[config.mk]
export PLATFORM = sky130hd
export DESIGN_NAME = at_command_transactor
export DESIGN_NICKNAME = d
export VERILOG_FILES = /design/src/hw/rtl/atct_pkg.sv /design/src/hw/rtl/atct_front.sv /design/src/hw/rtl/atct_queue.sv /design/src/hw/rtl/atct_back.sv /design/src/hw/rtl/at_command_transactor.sv
export VERILOG_INCLUDE_DIRS = /design/src /design/src/hw/rtl
export SDC_FILE = /design/constraint.sdc
export NUM_CORES = 1
export LEC_CHECK = 0
export BUFFER_PORTS_ARGS = -buffer_cell sky130_fd_sc_hd__buf_4
export CORE_MARGIN = 2
export CORE_UTILIZATION = 54
export CTS_CLUSTER_SIZE = 24
export DETAILED_ROUTE_END_ITERATION = 12
export PLACE_DENSITY = 0.7
export RECOVER_POWER = 50
export SLEW_MARGIN = 40
export SYNTH_ARGS = -nofsm -noshare
export SYNTH_HDL_FRONTEND = slang
export SYNTH_HIERARCHICAL = 1
export SYNTH_SLANG_ARGS = --single-unit
[constraint.sdc]
create_clock -name clk -period 9.9 [get_ports clk]
set_clock_uncertainty 0.1 [all_clocks]
set_input_delay 0.495 -clock clk [delete_from_list [all_inputs] [get_ports clk]]
set_output_delay 0.495 -clock clk [all_outputs]
set_load 0.02 [all_outputs]
[src/hw/rtl/assert_macros.svh]
// assertion macros shared by the rtl files
`ifndef ASSERT_MACROS_SVH
`define ASSERT_MACROS_SVH

// antecedent holds in a cycle, consequent holds in the same cycle
`define ASSERT_IMPLIES(lbl, ante, cons, msg) \
    lbl: assert property (@(posedge clk) disable iff (!rst_n) (ante) |-> (cons)) \
        else $error(msg);

// antecedent holds in a cycle, consequent holds in the next cycle
`define ASSERT_NEXT(lbl, ante, cons, msg) \
    lbl: assert property (@(posedge clk) disable iff (!rst_n) (ante) |=> (cons)) \
        else $error(msg);

`endif

[src/hw/rtl/atct_pkg.sv]
// shared types, constants and codes of the at command transactor
package atct_pkg;

    localparam int CMD_LEN     = 32;
    localparam int WIN_DEPTH   = CMD_LEN + 3;
    localparam int IDX_W       = $clog2(CMD_LEN);
    localparam int LEN_W       = $clog2(CMD_LEN + 1);
    localparam int WIN_IDX_W   = $clog2(WIN_DEPTH);
    localparam int QUEUE_DEPTH = 2;
    localparam int QPTR_W      = $clog2(QUEUE_DEPTH);
    localparam int QCNT_W      = $clog2(QUEUE_DEPTH + 1);
    localparam int CFG_IDX_W   = 3;
    localparam int CFG_DATA_W  = 16;

    localparam logic [1:0] FUNC_LOAD  = 2'd0;
    localparam logic [1:0] FUNC_START = 2'd1;
    localparam logic [1:0] FUNC_RX    = 2'd2;
    localparam logic [1:0] FUNC_TICK  = 2'd3;

    localparam logic [CFG_IDX_W-1:0] REG_INIT_ECHO_TIMEOUT = 3'd0;
    localparam logic [CFG_IDX_W-1:0] REG_ECHO_TIMEOUT      = 3'd1;
    localparam logic [CFG_IDX_W-1:0] REG_GUARD_TIME        = 3'd2;
    localparam logic [CFG_IDX_W-1:0] REG_NOOP_DELAY        = 3'd3;
    localparam logic [CFG_IDX_W-1:0] REG_RETRY_LIMIT       = 3'd4;

    localparam logic [15:0] RST_INIT_ECHO_TIMEOUT = 16'd500;
    localparam logic [15:0] RST_ECHO_TIMEOUT      = 16'd5000;
    localparam logic [15:0] RST_GUARD_TIME        = 16'd250;
    localparam logic [15:0] RST_NOOP_DELAY        = 16'd10;
    localparam logic [3:0]  RST_RETRY_LIMIT       = 4'd3;

    localparam logic [1:0] OUT_OK    = 2'd0;
    localparam logic [1:0] OUT_ERROR = 2'd1;
    localparam logic [1:0] OUT_SYNCH = 2'd2;

    localparam logic KIND_TX   = 1'b0;
    localparam logic KIND_DONE = 1'b1;

    localparam logic [1:0] JOB_CMD  = 2'd0;
    localparam logic [1:0] JOB_PLUS = 2'd1;
    localparam logic [1:0] JOB_DONE = 2'd2;

    localparam logic [7:0]  CHAR_CR    = 8'h0D;
    localparam logic [7:0]  CHAR_LF    = 8'h0A;
    localparam logic [7:0]  CHAR_PLUS  = 8'h2B;
    localparam logic [15:0] OK_TEXT    = 16'h4F4B;
    localparam logic [39:0] ERROR_TEXT = 40'h4552524F52;

    typedef logic [7:0] byte_t;

    typedef struct packed {
        logic [1:0]       code;
        logic [1:0]       outcome;
        logic [LEN_W-1:0] len;
    } job_t;

endpackage

[src/hw/rtl/atct_front.sv]
// front end: config registers, command store, exchange control and echo/reply matching
`include "assert_macros.svh"

module atct_front
    import atct_pkg::*;
(
    input  logic                  clk,
    input  logic                  rst_n,
    input  logic                  cfg_we,
    input  logic [CFG_IDX_W-1:0]  cfg_index,
    input  logic [CFG_DATA_W-1:0] cfg_data,
    input  logic                  in_valid,
    output logic                  in_ready,
    input  logic [1:0]            func,
    input  byte_t                 data_byte,
    input  logic                  init_flag,
    input  logic                  q_full,
    input  logic                  back_quiet,
    output logic                  push,
    output job_t                  job,
    input  logic [IDX_W-1:0]      rd_addr,
    output byte_t                 rd_data
);

    localparam logic [2:0] PH_IDLE  = 3'd0;
    localparam logic [2:0] PH_SEND  = 3'd1;
    localparam logic [2:0] PH_REPLY = 3'd2;
    localparam logic [2:0] PH_PLUS1 = 3'd3;
    localparam logic [2:0] PH_PLUS2 = 3'd4;
    localparam logic [2:0] PH_PLUS3 = 3'd5;
    localparam logic [2:0] PH_NOOP  = 3'd6;

    logic [15:0] init_to_reg, echo_to_reg, guard_reg, noop_reg;
    logic [3:0]  limit_reg;

    logic [2:0]           phase_reg, phase_next;
    logic [LEN_W-1:0]     len_reg, len_next;
    logic                 init_reg, init_next;
    logic [3:0]           retries_reg, retries_next;
    logic [15:0]          count_reg, count_next;
    logic [WIN_DEPTH-1:0] match_reg, match_next;
    logic [39:0]          reply_reg, reply_next;
    logic [2:0]           fill_reg, fill_next;
    byte_t                store_reg [CMD_LEN];

    logic                 accept;
    logic                 store_we;
    logic [WIN_DEPTH-1:0] match_prev, match_step;
    logic [WIN_IDX_W-1:0] len_w, lane_pos;
    byte_t                lane_byte;
    logic                 echo_hit;
    logic [39:0]          reply_shift;
    logic [2:0]           fill_step;
    logic                 ok_hit, error_hit;
    logic [3:0]           retries_inc;

    logic                 do_send, do_plus, do_finish, clear_win;
    logic [15:0]          send_to;
    logic [2:0]           plus_phase;
    logic [1:0]           fin_outcome;

    assign accept   = in_valid && in_ready;
    assign in_ready = !q_full && (func != FUNC_LOAD || back_quiet);
    assign rd_data  = store_reg[rd_addr];

    // echo matcher: bit j set when the last j+1 bytes match the echo prefix
    assign len_w      = WIN_IDX_W'(len_reg);
    assign match_prev = {match_reg[WIN_DEPTH-2:0], 1'b1};

    always_comb
    begin
        lane_pos  = '0;
        lane_byte = '0;
        for (int j = 0; j < WIN_DEPTH; j++)
        begin
            lane_pos = WIN_IDX_W'(j);
            if (lane_pos < len_w)
            begin
                lane_byte = store_reg[IDX_W'(j)];
            end
            else if (lane_pos == len_w || lane_pos == len_w + WIN_IDX_W'(1))
            begin
                lane_byte = CHAR_CR;
            end
            else
            begin
                lane_byte = CHAR_LF;
            end
            match_step[j] = match_prev[j] && (lane_byte == data_byte);
        end
    end

    assign echo_hit = match_step[len_w + WIN_IDX_W'(2)];

    // reply matcher over the last five bytes
    assign reply_shift = {reply_reg[31:0], data_byte};
    assign fill_step   = (fill_reg >= 3'd5) ? 3'd5 : fill_reg + 3'd1;
    assign ok_hit      = (fill_step >= 3'd2) && (reply_shift[15:0] == OK_TEXT);
    assign error_hit   = (fill_step == 3'd5) && (reply_shift == ERROR_TEXT);
    assign retries_inc = retries_reg + 4'd1;

    always_comb
    begin
        phase_next   = phase_reg;
        len_next     = len_reg;
        init_next    = init_reg;
        retries_next = retries_reg;
        count_next   = count_reg;
        match_next   = match_reg;
        reply_next   = reply_reg;
        fill_next    = fill_reg;
        store_we     = 1'b0;
        do_send      = 1'b0;
        do_plus      = 1'b0;
        do_finish    = 1'b0;
        clear_win    = 1'b0;
        send_to      = echo_to_reg;
        plus_phase   = PH_PLUS1;
        fin_outcome  = OUT_OK;

        if (accept)
        begin
            case (func)
                FUNC_LOAD:
                begin
                    if (phase_reg == PH_IDLE && len_reg < LEN_W'(CMD_LEN))
                    begin
                        store_we = 1'b1;
                        len_next = len_reg + LEN_W'(1);
                    end
                end
                FUNC_START:
                begin
                    if (phase_reg == PH_IDLE)
                    begin
                        init_next    = init_flag;
                        retries_next = '0;
                        clear_win    = 1'b1;
                        if (len_reg != '0)
                        begin
                            do_send = 1'b1;
                            send_to = init_flag ? init_to_reg : echo_to_reg;
                        end
                        else if (init_flag)
                        begin
                            do_plus    = 1'b1;
                            plus_phase = PH_PLUS1;
                        end
                        else
                        begin
                            phase_next = PH_NOOP;
                            count_next = noop_reg;
                        end
                    end
                end
                FUNC_RX:
                begin
                    if (phase_reg == PH_SEND)
                    begin
                        if (echo_hit)
                        begin
                            phase_next = PH_REPLY;
                            clear_win  = 1'b1;
                        end
                        else
                        begin
                            match_next = match_step;
                        end
                    end
                    else if (phase_reg == PH_REPLY)
                    begin
                        reply_next = reply_shift;
                        fill_next  = fill_step;
                        if (ok_hit)
                        begin
                            do_finish   = 1'b1;
                            fin_outcome = OUT_OK;
                        end
                        else if (error_hit)
                        begin
                            do_finish   = 1'b1;
                            fin_outcome = OUT_ERROR;
                        end
                    end
                end
                default:
                begin
                    if (phase_reg != PH_IDLE)
                    begin
                        if (count_reg <= 16'd1)
                        begin
                            count_next = '0;
                            case (phase_reg)
                                PH_SEND, PH_REPLY:
                                begin
                                    if (init_reg)
                                    begin
                                        do_finish = 1'b1;
                                    end
                                    else if (retries_inc >= limit_reg)
                                    begin
                                        do_finish   = 1'b1;
                                        fin_outcome = OUT_SYNCH;
                                    end
                                    else
                                    begin
                                        retries_next = retries_inc;
                                        do_plus      = 1'b1;
                                        plus_phase   = PH_PLUS1;
                                    end
                                end
                                PH_PLUS1:
                                begin
                                    do_plus    = 1'b1;
                                    plus_phase = PH_PLUS2;
                                end
                                PH_PLUS2:
                                begin
                                    do_plus    = 1'b1;
                                    plus_phase = PH_PLUS3;
                                end
                                PH_PLUS3:
                                begin
                                    if (len_reg != '0)
                                    begin
                                        do_send = 1'b1;
                                        send_to = echo_to_reg;
                                    end
                                    else
                                    begin
                                        do_finish = 1'b1;
                                    end
                                end
                                PH_NOOP:
                                begin
                                    do_finish = 1'b1;
                                end
                                default:
                                begin
                                    do_finish = 1'b0;
                                end
                            endcase
                        end
                        else
                        begin
                            count_next = count_reg - 16'd1;
                        end
                    end
                end
            endcase
        end

        if (do_send)
        begin
            phase_next = PH_SEND;
            count_next = send_to;
            clear_win  = 1'b1;
        end
        if (do_plus)
        begin
            phase_next = plus_phase;
            count_next = guard_reg;
        end
        if (do_finish)
        begin
            phase_next   = PH_IDLE;
            len_next     = '0;
            retries_next = '0;
            count_next   = '0;
            clear_win    = 1'b1;
        end
        if (clear_win)
        begin
            match_next = '0;
            fill_next  = '0;
        end
    end

    always_comb
    begin
        push        = do_send || do_plus || do_finish;
        job.len     = len_reg;
        job.outcome = fin_outcome;
        if (do_send)
        begin
            job.code = JOB_CMD;
        end
        else if (do_plus)
        begin
            job.code = JOB_PLUS;
        end
        else
        begin
            job.code = JOB_DONE;
        end
    end

    always_ff @(posedge clk or negedge rst_n)
    begin
        if (!rst_n)
        begin
            init_to_reg <= RST_INIT_ECHO_TIMEOUT;
            echo_to_reg <= RST_ECHO_TIMEOUT;
            guard_reg   <= RST_GUARD_TIME;
            noop_reg    <= RST_NOOP_DELAY;
            limit_reg   <= RST_RETRY_LIMIT;
            phase_reg   <= PH_IDLE;
            len_reg     <= '0;
            init_reg    <= 1'b0;
            retries_reg <= '0;
            count_reg   <= '0;
            match_reg   <= '0;
            fill_reg    <= '0;
        end
        else
        begin
            if (cfg_we)
            begin
                case (cfg_index)
                    REG_INIT_ECHO_TIMEOUT: init_to_reg <= cfg_data;
                    REG_ECHO_TIMEOUT:      echo_to_reg <= cfg_data;
                    REG_GUARD_TIME:        guard_reg   <= cfg_data;
                    REG_NOOP_DELAY:        noop_reg    <= cfg_data;
                    REG_RETRY_LIMIT:       limit_reg   <= cfg_data[3:0];
                    default:               limit_reg   <= limit_reg;
                endcase
            end
            phase_reg   <= phase_next;
            len_reg     <= len_next;
            init_reg    <= init_next;
            retries_reg <= retries_next;
            count_reg   <= count_next;
            match_reg   <= match_next;
            fill_reg    <= fill_next;
        end
    end

    always_ff @(posedge clk)
    begin
        reply_reg <= reply_next;
        if (store_we)
        begin
            store_reg[len_reg[IDX_W-1:0]] <= data_byte;
        end
    end

    `ASSERT_IMPLIES(a_len_bound, 1'b1, len_reg <= LEN_W'(CMD_LEN), "command length overran store")
    `ASSERT_IMPLIES(a_busy_has_cmd, phase_reg == PH_SEND || phase_reg == PH_REPLY, len_reg != '0, "echo wait without command")
    `ASSERT_IMPLIES(a_load_when_quiet, store_we, back_quiet, "store written while back end reads it")

endmodule

[src/hw/rtl/atct_queue.sv]
// short job queue between front and back end
`include "assert_macros.svh"

module atct_queue
    import atct_pkg::*;
(
    input  logic clk,
    input  logic rst_n,
    input  logic push,
    input  job_t wr_job,
    input  logic pop,
    output job_t rd_job,
    output logic full,
    output logic empty
);

    job_t              mem_reg [QUEUE_DEPTH];
    logic [QPTR_W-1:0] wr_ptr_reg, rd_ptr_reg;
    logic [QCNT_W-1:0] cnt_reg;

    assign full   = (cnt_reg == QCNT_W'(QUEUE_DEPTH));
    assign empty  = (cnt_reg == '0);
    assign rd_job = mem_reg[rd_ptr_reg];

    always_ff @(posedge clk or negedge rst_n)
    begin
        if (!rst_n)
        begin
            wr_ptr_reg <= '0;
            rd_ptr_reg <= '0;
            cnt_reg    <= '0;
        end
        else
        begin
            if (push)
            begin
                wr_ptr_reg <= (wr_ptr_reg == QPTR_W'(QUEUE_DEPTH - 1)) ? '0
                                                                        : wr_ptr_reg + QPTR_W'(1);
            end
            if (pop)
            begin
                rd_ptr_reg <= (rd_ptr_reg == QPTR_W'(QUEUE_DEPTH - 1)) ? '0
                                                                        : rd_ptr_reg + QPTR_W'(1);
            end
            if (push && !pop)
            begin
                cnt_reg <= cnt_reg + QCNT_W'(1);
            end
            else if (pop && !push)
            begin
                cnt_reg <= cnt_reg - QCNT_W'(1);
            end
        end
    end

    always_ff @(posedge clk)
    begin
        if (push)
        begin
            mem_reg[wr_ptr_reg] <= wr_job;
        end
    end

    `ASSERT_IMPLIES(a_no_overflow, push, !full, "job pushed into full queue")
    `ASSERT_IMPLIES(a_no_underflow, pop, !empty, "job popped from empty queue")

endmodule

[src/hw/rtl/atct_back.sv]
// back end: turns jobs into result beats through an output register
`include "assert_macros.svh"

module atct_back
    import atct_pkg::*;
(
    input  logic             clk,
    input  logic             rst_n,
    input  logic             q_empty,
    output logic             q_pop,
    input  job_t             q_job,
    output logic [IDX_W-1:0] rd_addr,
    input  byte_t            rd_data,
    output logic             back_quiet,
    output logic             out_valid,
    input  logic             out_ready,
    output logic             kind,
    output byte_t            tx_byte,
    output logic [1:0]       outcome,
    output logic             last
);

    logic             busy_reg, busy_next;
    job_t             job_reg;
    logic [LEN_W-1:0] idx_reg, idx_next;
    logic             valid_reg;
    logic             kind_reg;
    byte_t            tx_reg;
    logic [1:0]       outcome_reg;
    logic             last_reg;

    logic             slot_free;
    logic             emit;
    logic             emit_kind;
    byte_t            emit_tx;
    logic [1:0]       emit_outcome;
    logic             emit_last;

    assign slot_free  = !valid_reg || out_ready;
    assign q_pop      = !busy_reg && !q_empty;
    assign rd_addr    = idx_reg[IDX_W-1:0];
    assign back_quiet = !busy_reg && q_empty;

    always_comb
    begin
        busy_next    = busy_reg;
        idx_next     = idx_reg;
        emit         = 1'b0;
        emit_kind    = KIND_TX;
        emit_tx      = '0;
        emit_outcome = OUT_OK;
        emit_last    = 1'b0;
        if (busy_reg && slot_free)
        begin
            case (job_reg.code)
                JOB_CMD:
                begin
                    emit = 1'b1;
                    if (idx_reg < job_reg.len)
                    begin
                        emit_tx  = rd_data;
                        idx_next = idx_reg + LEN_W'(1);
                    end
                    else
                    begin
                        emit_tx   = CHAR_CR;
                        emit_last = 1'b1;
                        busy_next = 1'b0;
                    end
                end
                JOB_PLUS:
                begin
                    emit      = 1'b1;
                    emit_tx   = CHAR_PLUS;
                    emit_last = 1'b1;
                    busy_next = 1'b0;
                end
                JOB_DONE:
                begin
                    emit         = 1'b1;
                    emit_kind    = KIND_DONE;
                    emit_outcome = job_reg.outcome;
                    emit_last    = 1'b1;
                    busy_next    = 1'b0;
                end
                default:
                begin
                    busy_next = 1'b0;
                end
            endcase
        end
        else if (q_pop)
        begin
            busy_next = 1'b1;
            idx_next  = '0;
        end
    end

    always_ff @(posedge clk or negedge rst_n)
    begin
        if (!rst_n)
        begin
            busy_reg  <= 1'b0;
            idx_reg   <= '0;
            valid_reg <= 1'b0;
        end
        else
        begin
            busy_reg <= busy_next;
            idx_reg  <= idx_next;
            if (emit)
            begin
                valid_reg <= 1'b1;
            end
            else if (out_ready)
            begin
                valid_reg <= 1'b0;
            end
        end
    end

    always_ff @(posedge clk)
    begin
        if (q_pop)
        begin
            job_reg <= q_job;
        end
        if (emit)
        begin
            kind_reg    <= emit_kind;
            tx_reg      <= emit_tx;
            outcome_reg <= emit_outcome;
            last_reg    <= emit_last;
        end
    end

    assign out_valid = valid_reg;
    assign kind      = kind_reg;
    assign tx_byte   = tx_reg;
    assign outcome   = outcome_reg;
    assign last      = last_reg;

    `ASSERT_NEXT(a_last_frees_back, emit && emit_last, !busy_reg, "back end busy after final beat")

endmodule

[src/hw/rtl/at_command_transactor.sv]
// at command transactor: front end, job queue and back end
// an item is taken when the job queue has room; loads wait until the back end drains
// a result beat passes through the job queue, the back end job register and the output register
// a command send gives command length + 1 beats, one per cycle unless out_ready stalls the back end
// other items give at most one beat; one item per cycle while the queue has room; jobs do not overlap
// reset: registers to defaults, exchange idle, queue and output empty, command store undefined

module at_command_transactor
    import atct_pkg::*;
(
    input  logic                  clk,
    input  logic                  rst_n,
    input  logic                  cfg_we,
    input  logic [CFG_IDX_W-1:0]  cfg_index,
    input  logic [CFG_DATA_W-1:0] cfg_data,
    input  logic                  in_valid,
    output logic                  in_ready,
    input  logic [1:0]            func,
    input  logic [7:0]            data_byte,
    input  logic                  init_flag,
    output logic                  out_valid,
    input  logic                  out_ready,
    output logic                  kind,
    output logic [7:0]            tx_byte,
    output logic [1:0]            outcome,
    output logic                  last
);

    logic             q_full, q_empty, q_push, q_pop, back_quiet;
    job_t             push_job, pop_job;
    logic [IDX_W-1:0] rd_addr;
    byte_t            rd_data;

    atct_front u_front (
        .clk        (clk),
        .rst_n      (rst_n),
        .cfg_we     (cfg_we),
        .cfg_index  (cfg_index),
        .cfg_data   (cfg_data),
        .in_valid   (in_valid),
        .in_ready   (in_ready),
        .func       (func),
        .data_byte  (data_byte),
        .init_flag  (init_flag),
        .q_full     (q_full),
        .back_quiet (back_quiet),
        .push       (q_push),
        .job        (push_job),
        .rd_addr    (rd_addr),
        .rd_data    (rd_data)
    );

    atct_queue u_queue (
        .clk    (clk),
        .rst_n  (rst_n),
        .push   (q_push),
        .wr_job (push_job),
        .pop    (q_pop),
        .rd_job (pop_job),
        .full   (q_full),
        .empty  (q_empty)
    );

    atct_back u_back (
        .clk        (clk),
        .rst_n      (rst_n),
        .q_empty    (q_empty),
        .q_pop      (q_pop),
        .q_job      (pop_job),
        .rd_addr    (rd_addr),
        .rd_data    (rd_data),
        .back_quiet (back_quiet),
        .out_valid  (out_valid),
        .out_ready  (out_ready),
        .kind       (kind),
        .tx_byte    (tx_byte),
        .outcome    (outcome),
        .last       (last)
    );

endmodule

==> key figures <==
Outcome
  • Violated checks: max-capacitance violations, max-slew violations
  • Outcome: finished with violations

Finish
  • Area growth syn-to-layout: 9.44%
  • Share of cells above drive strength 1: 15.6%
  • Finished Cell Area: 0.0322 mm2
  • Finished Layout Cells: 3465
  • Fillers: 4450
  • Max FFs per register: 256
  • Nets: 2792

Synth
  • Syn_nets: 2834
  • Yosys warns: 6
  • Synth unique cells: 109
  • Main combinational cell family by area after synthesis: compound AO/OA/AOI/OAI gates
  • Synth area leaders: edfxtp_1 (34%), dfrtp_1 (11%), mux4_2 (6.1%)
  • Post-synthesis xor/xnor area fraction: 4.08%
  • Mux cell area share after synthesis: 9.98%
  • Ys async rst share: 30.8%
  • Seq cells post-synth: 477
  • Synthesized area: 0.0294 mm2
  • Seq/Total Area, Yosys: 46.3%
  • Post-Synth Adder-Cell Area: 1.52%
  • Synth Area in Simple Gates: 16.1%
  • Post-synth EDFFs: 330
  • Complex-gate fraction of the synthesized area: 17.9%
  • Cells after Synth: 2764
  • Ys flop type: edfxtp_1
  • Dominant cell type by area after synthesis: edfxtp_1
  • Post-synth top area share: 33.7%
  • Synthesized area per cell: 10.6 um2
  • Top post-synthesis cells by count: edfxtp_1 (330), nor2_1 (223), nand2_1 (192)
  • Most frequent cell after synthesis: edfxtp_1

CTS
  • Hold-fix buffers, CTS: 2
  • PostCTS Resize Cnt: 0
  • Maximum root-to-sink buffer count: 3
  • Num CTS Buffers: 53
  • Post CTS Setup Buffer Count: 0
  • Clk Latency, worst-skew pair: 620 ps
  • CTS tree: yes
  • CTS H-Tree Depth: 2
  • Clk root buf: clkbuf_16
  • Clk slew on worst S/H paths: 60 ps
  • Clock sink count: 477

Worst setup path
  • Critical path required time: 10270 ps
  • Arrival @ worst endpoint: 8090 ps
  • CP endpoint kind: register
  • Worst Setup Start Kind: input port
  • Worst R2R Setup Slack: 2270 ps
  • Setup CP Type: in -> reg
  • Crit path max fanout: 37

Timing
  • Worst hold slack: 28.6 ps
  • Setup repair after global routing missed its margin: false
  • Final Max Tran Viols: 708
  • Final period util: 77.9%
  • Worst Slack Setup Final: 2190 ps
  • Count of final setup violators: 0
  • Worst slew margin: -248%
  • Hold Vio Cnt, Final: 0
  • Fmax: 0.130 GHz
  • Pin slew with the least headroom to its limit: 5220 ps
  • Setup TNS Final: 0 ps
  • Crit path time final: 7710 ps

Placement
  • Pre-CTS WS: 3380 ps
  • Cells after DPL: 3361
  • Final Wtd Congestion: 1.03
  • Post-placement cell area: 0.0303 mm2
  • Hpwl dp: 79400 um
  • # port buffers: 48

Run
  • Max cap viols: 17

Routing
  • Initial drt markers: 3803
  • WL/cell: 33.1 um
  • TritonRoute pass-1 iters: 6
  • Final wirelength: 115000 um
  • Antenna Violating Nets Remaining: 0
  • Vias after detailed routing: 25700
  • Final routed DRC violation total: 0
  • DR vias/cell: 7.42

Global route
  • Overflow after GRT: 0
  • Largest net degree at the start of global routing: 86
  • Global-route wire length before repair: 167000 um
  • Vias in the first global route: 24000
  • Initial antenna violation count: 10
  • GR Util All Layers: 40.3%

Hold path
  • HP Class: in -> reg

Die
  • I/O pins: 49
  • Die Ht: 237 um
  • Core Area: 0.0538 mm2
  • Die Area: 0.0563 mm2
  • Rows: 85
  • Die Span X: 237 um
  • Starting Density: 54.6%

Power
  • VDD IR max: 231 uV
  • P per Cell Area: 201 mW/mm2
  • Pleak: 10.9 nW
==> final cells by class <==
type	instances	area [um2]	share of cell area [%]
multi-input cells	2008	14800	45.9
flip-flops and latches	477	13600	42.4
clock buffers	62	1420	4.42
well taps	696	871	2.71
repair buffers	113	734	2.28
clock inverters	38	483	1.50
inverters	69	260	0.809
diodes	2	5.00	0.0156
==> cells in the final DEF, fill, tap and decap left out, types with 35 or more instances in the layout <==
cell / n
a21oi_1: 107
a31oi_1: 55
buf_4: 66
clkbuf_1: 46
clkbuf_16: 55
dfrtp_1: 121
edfxtp_1: 330
ha_1: 35
inv_1: 64
mux2_2: 88
mux4_2: 80
nand2_1: 188
nand2b_1: 38
nand3_1: 66
nand4_1: 66
nor2_1: 214
nor2b_1: 40
nor3_1: 77
o211ai_1: 37
o21ai_0: 140
o31ai_1: 40
xnor2_1: 90
xor2_1: 45
==> per-stage QoR <==
stage	power, mW	util (%)
global placement	4.24	56.2
finish	6.45	59.8
floorplan	3.68	-
CTS	6.43	60.0
global route	6.66	59.8
detailed placement	4.27	56.4
==> report_power, final <==
| group | switching (mW) | internal, mW | total (mW) |
|---|---|---|---|
| clock network | 0.887 | 1.28 | 2.17 |
| registers | 0.185 | 2.34 | 2.52 |
| logic | 1.08 | 0.681 | 1.76 |
==> logic make-up (layout without fill, tap and decap cells) <==
group / after synthesis / count (layout)
AND/OR/NAND/NOR: 911 / 911
XOR/XNOR: 137 / 137
buffers and inverters: 279 / 282
flip-flops: 477 / 477
adder cells (fa/ha/maj): 36 / 36
AO/OA/AOI/OAI: 742 / 742
other: 0 / 2
multiplexers: 182 / 182
==> final timing paths <==
path	end	startpoint	cells after the start
max	u_front/match_reg[11]	data_byte[6]	14
min	u_front/limit_reg[3]	cfg_data[3]	3
max reg2reg	u_front/match_reg[11]	u_front/len_reg[1]	13
min reg2reg	u_front/reply_reg[25]	u_front/reply_reg[17]	0
max in group asynchronous	u_back/idx_reg[0]	rst_n	2
min in group asynchronous	u_back/out_valid	rst_n	2
==> routing by layer <==
metal / wire [um] / share of wire, % / global-route usage [%] / vias to the layer above
met5: 87 / 0.076 / 0 / -
met4: 6360 / 5.5 / 17.8 / 12
met3: 15600 / 14 / 12.0 / 351
met2: 48500 / 42 / 58.0 / 1906
met1: 44100 / 38 / 56.4 / 12800
li1: - / - / - / 10700
==> worst max-delay path, stage by stage <==
cell,delay [ps]
clkbuf_1,1780
clkbuf_1,1640
inv_1,100
buf_4,340
a221o_1,380
o31ai_1,230
o2111ai_1,280
o31a_1,390
a211o_1,270
nor4_1,430
a211oi_1,240
or4_1,790
nand3_4,520
o31ai_1,150
(Power assumes the default switching activity.)
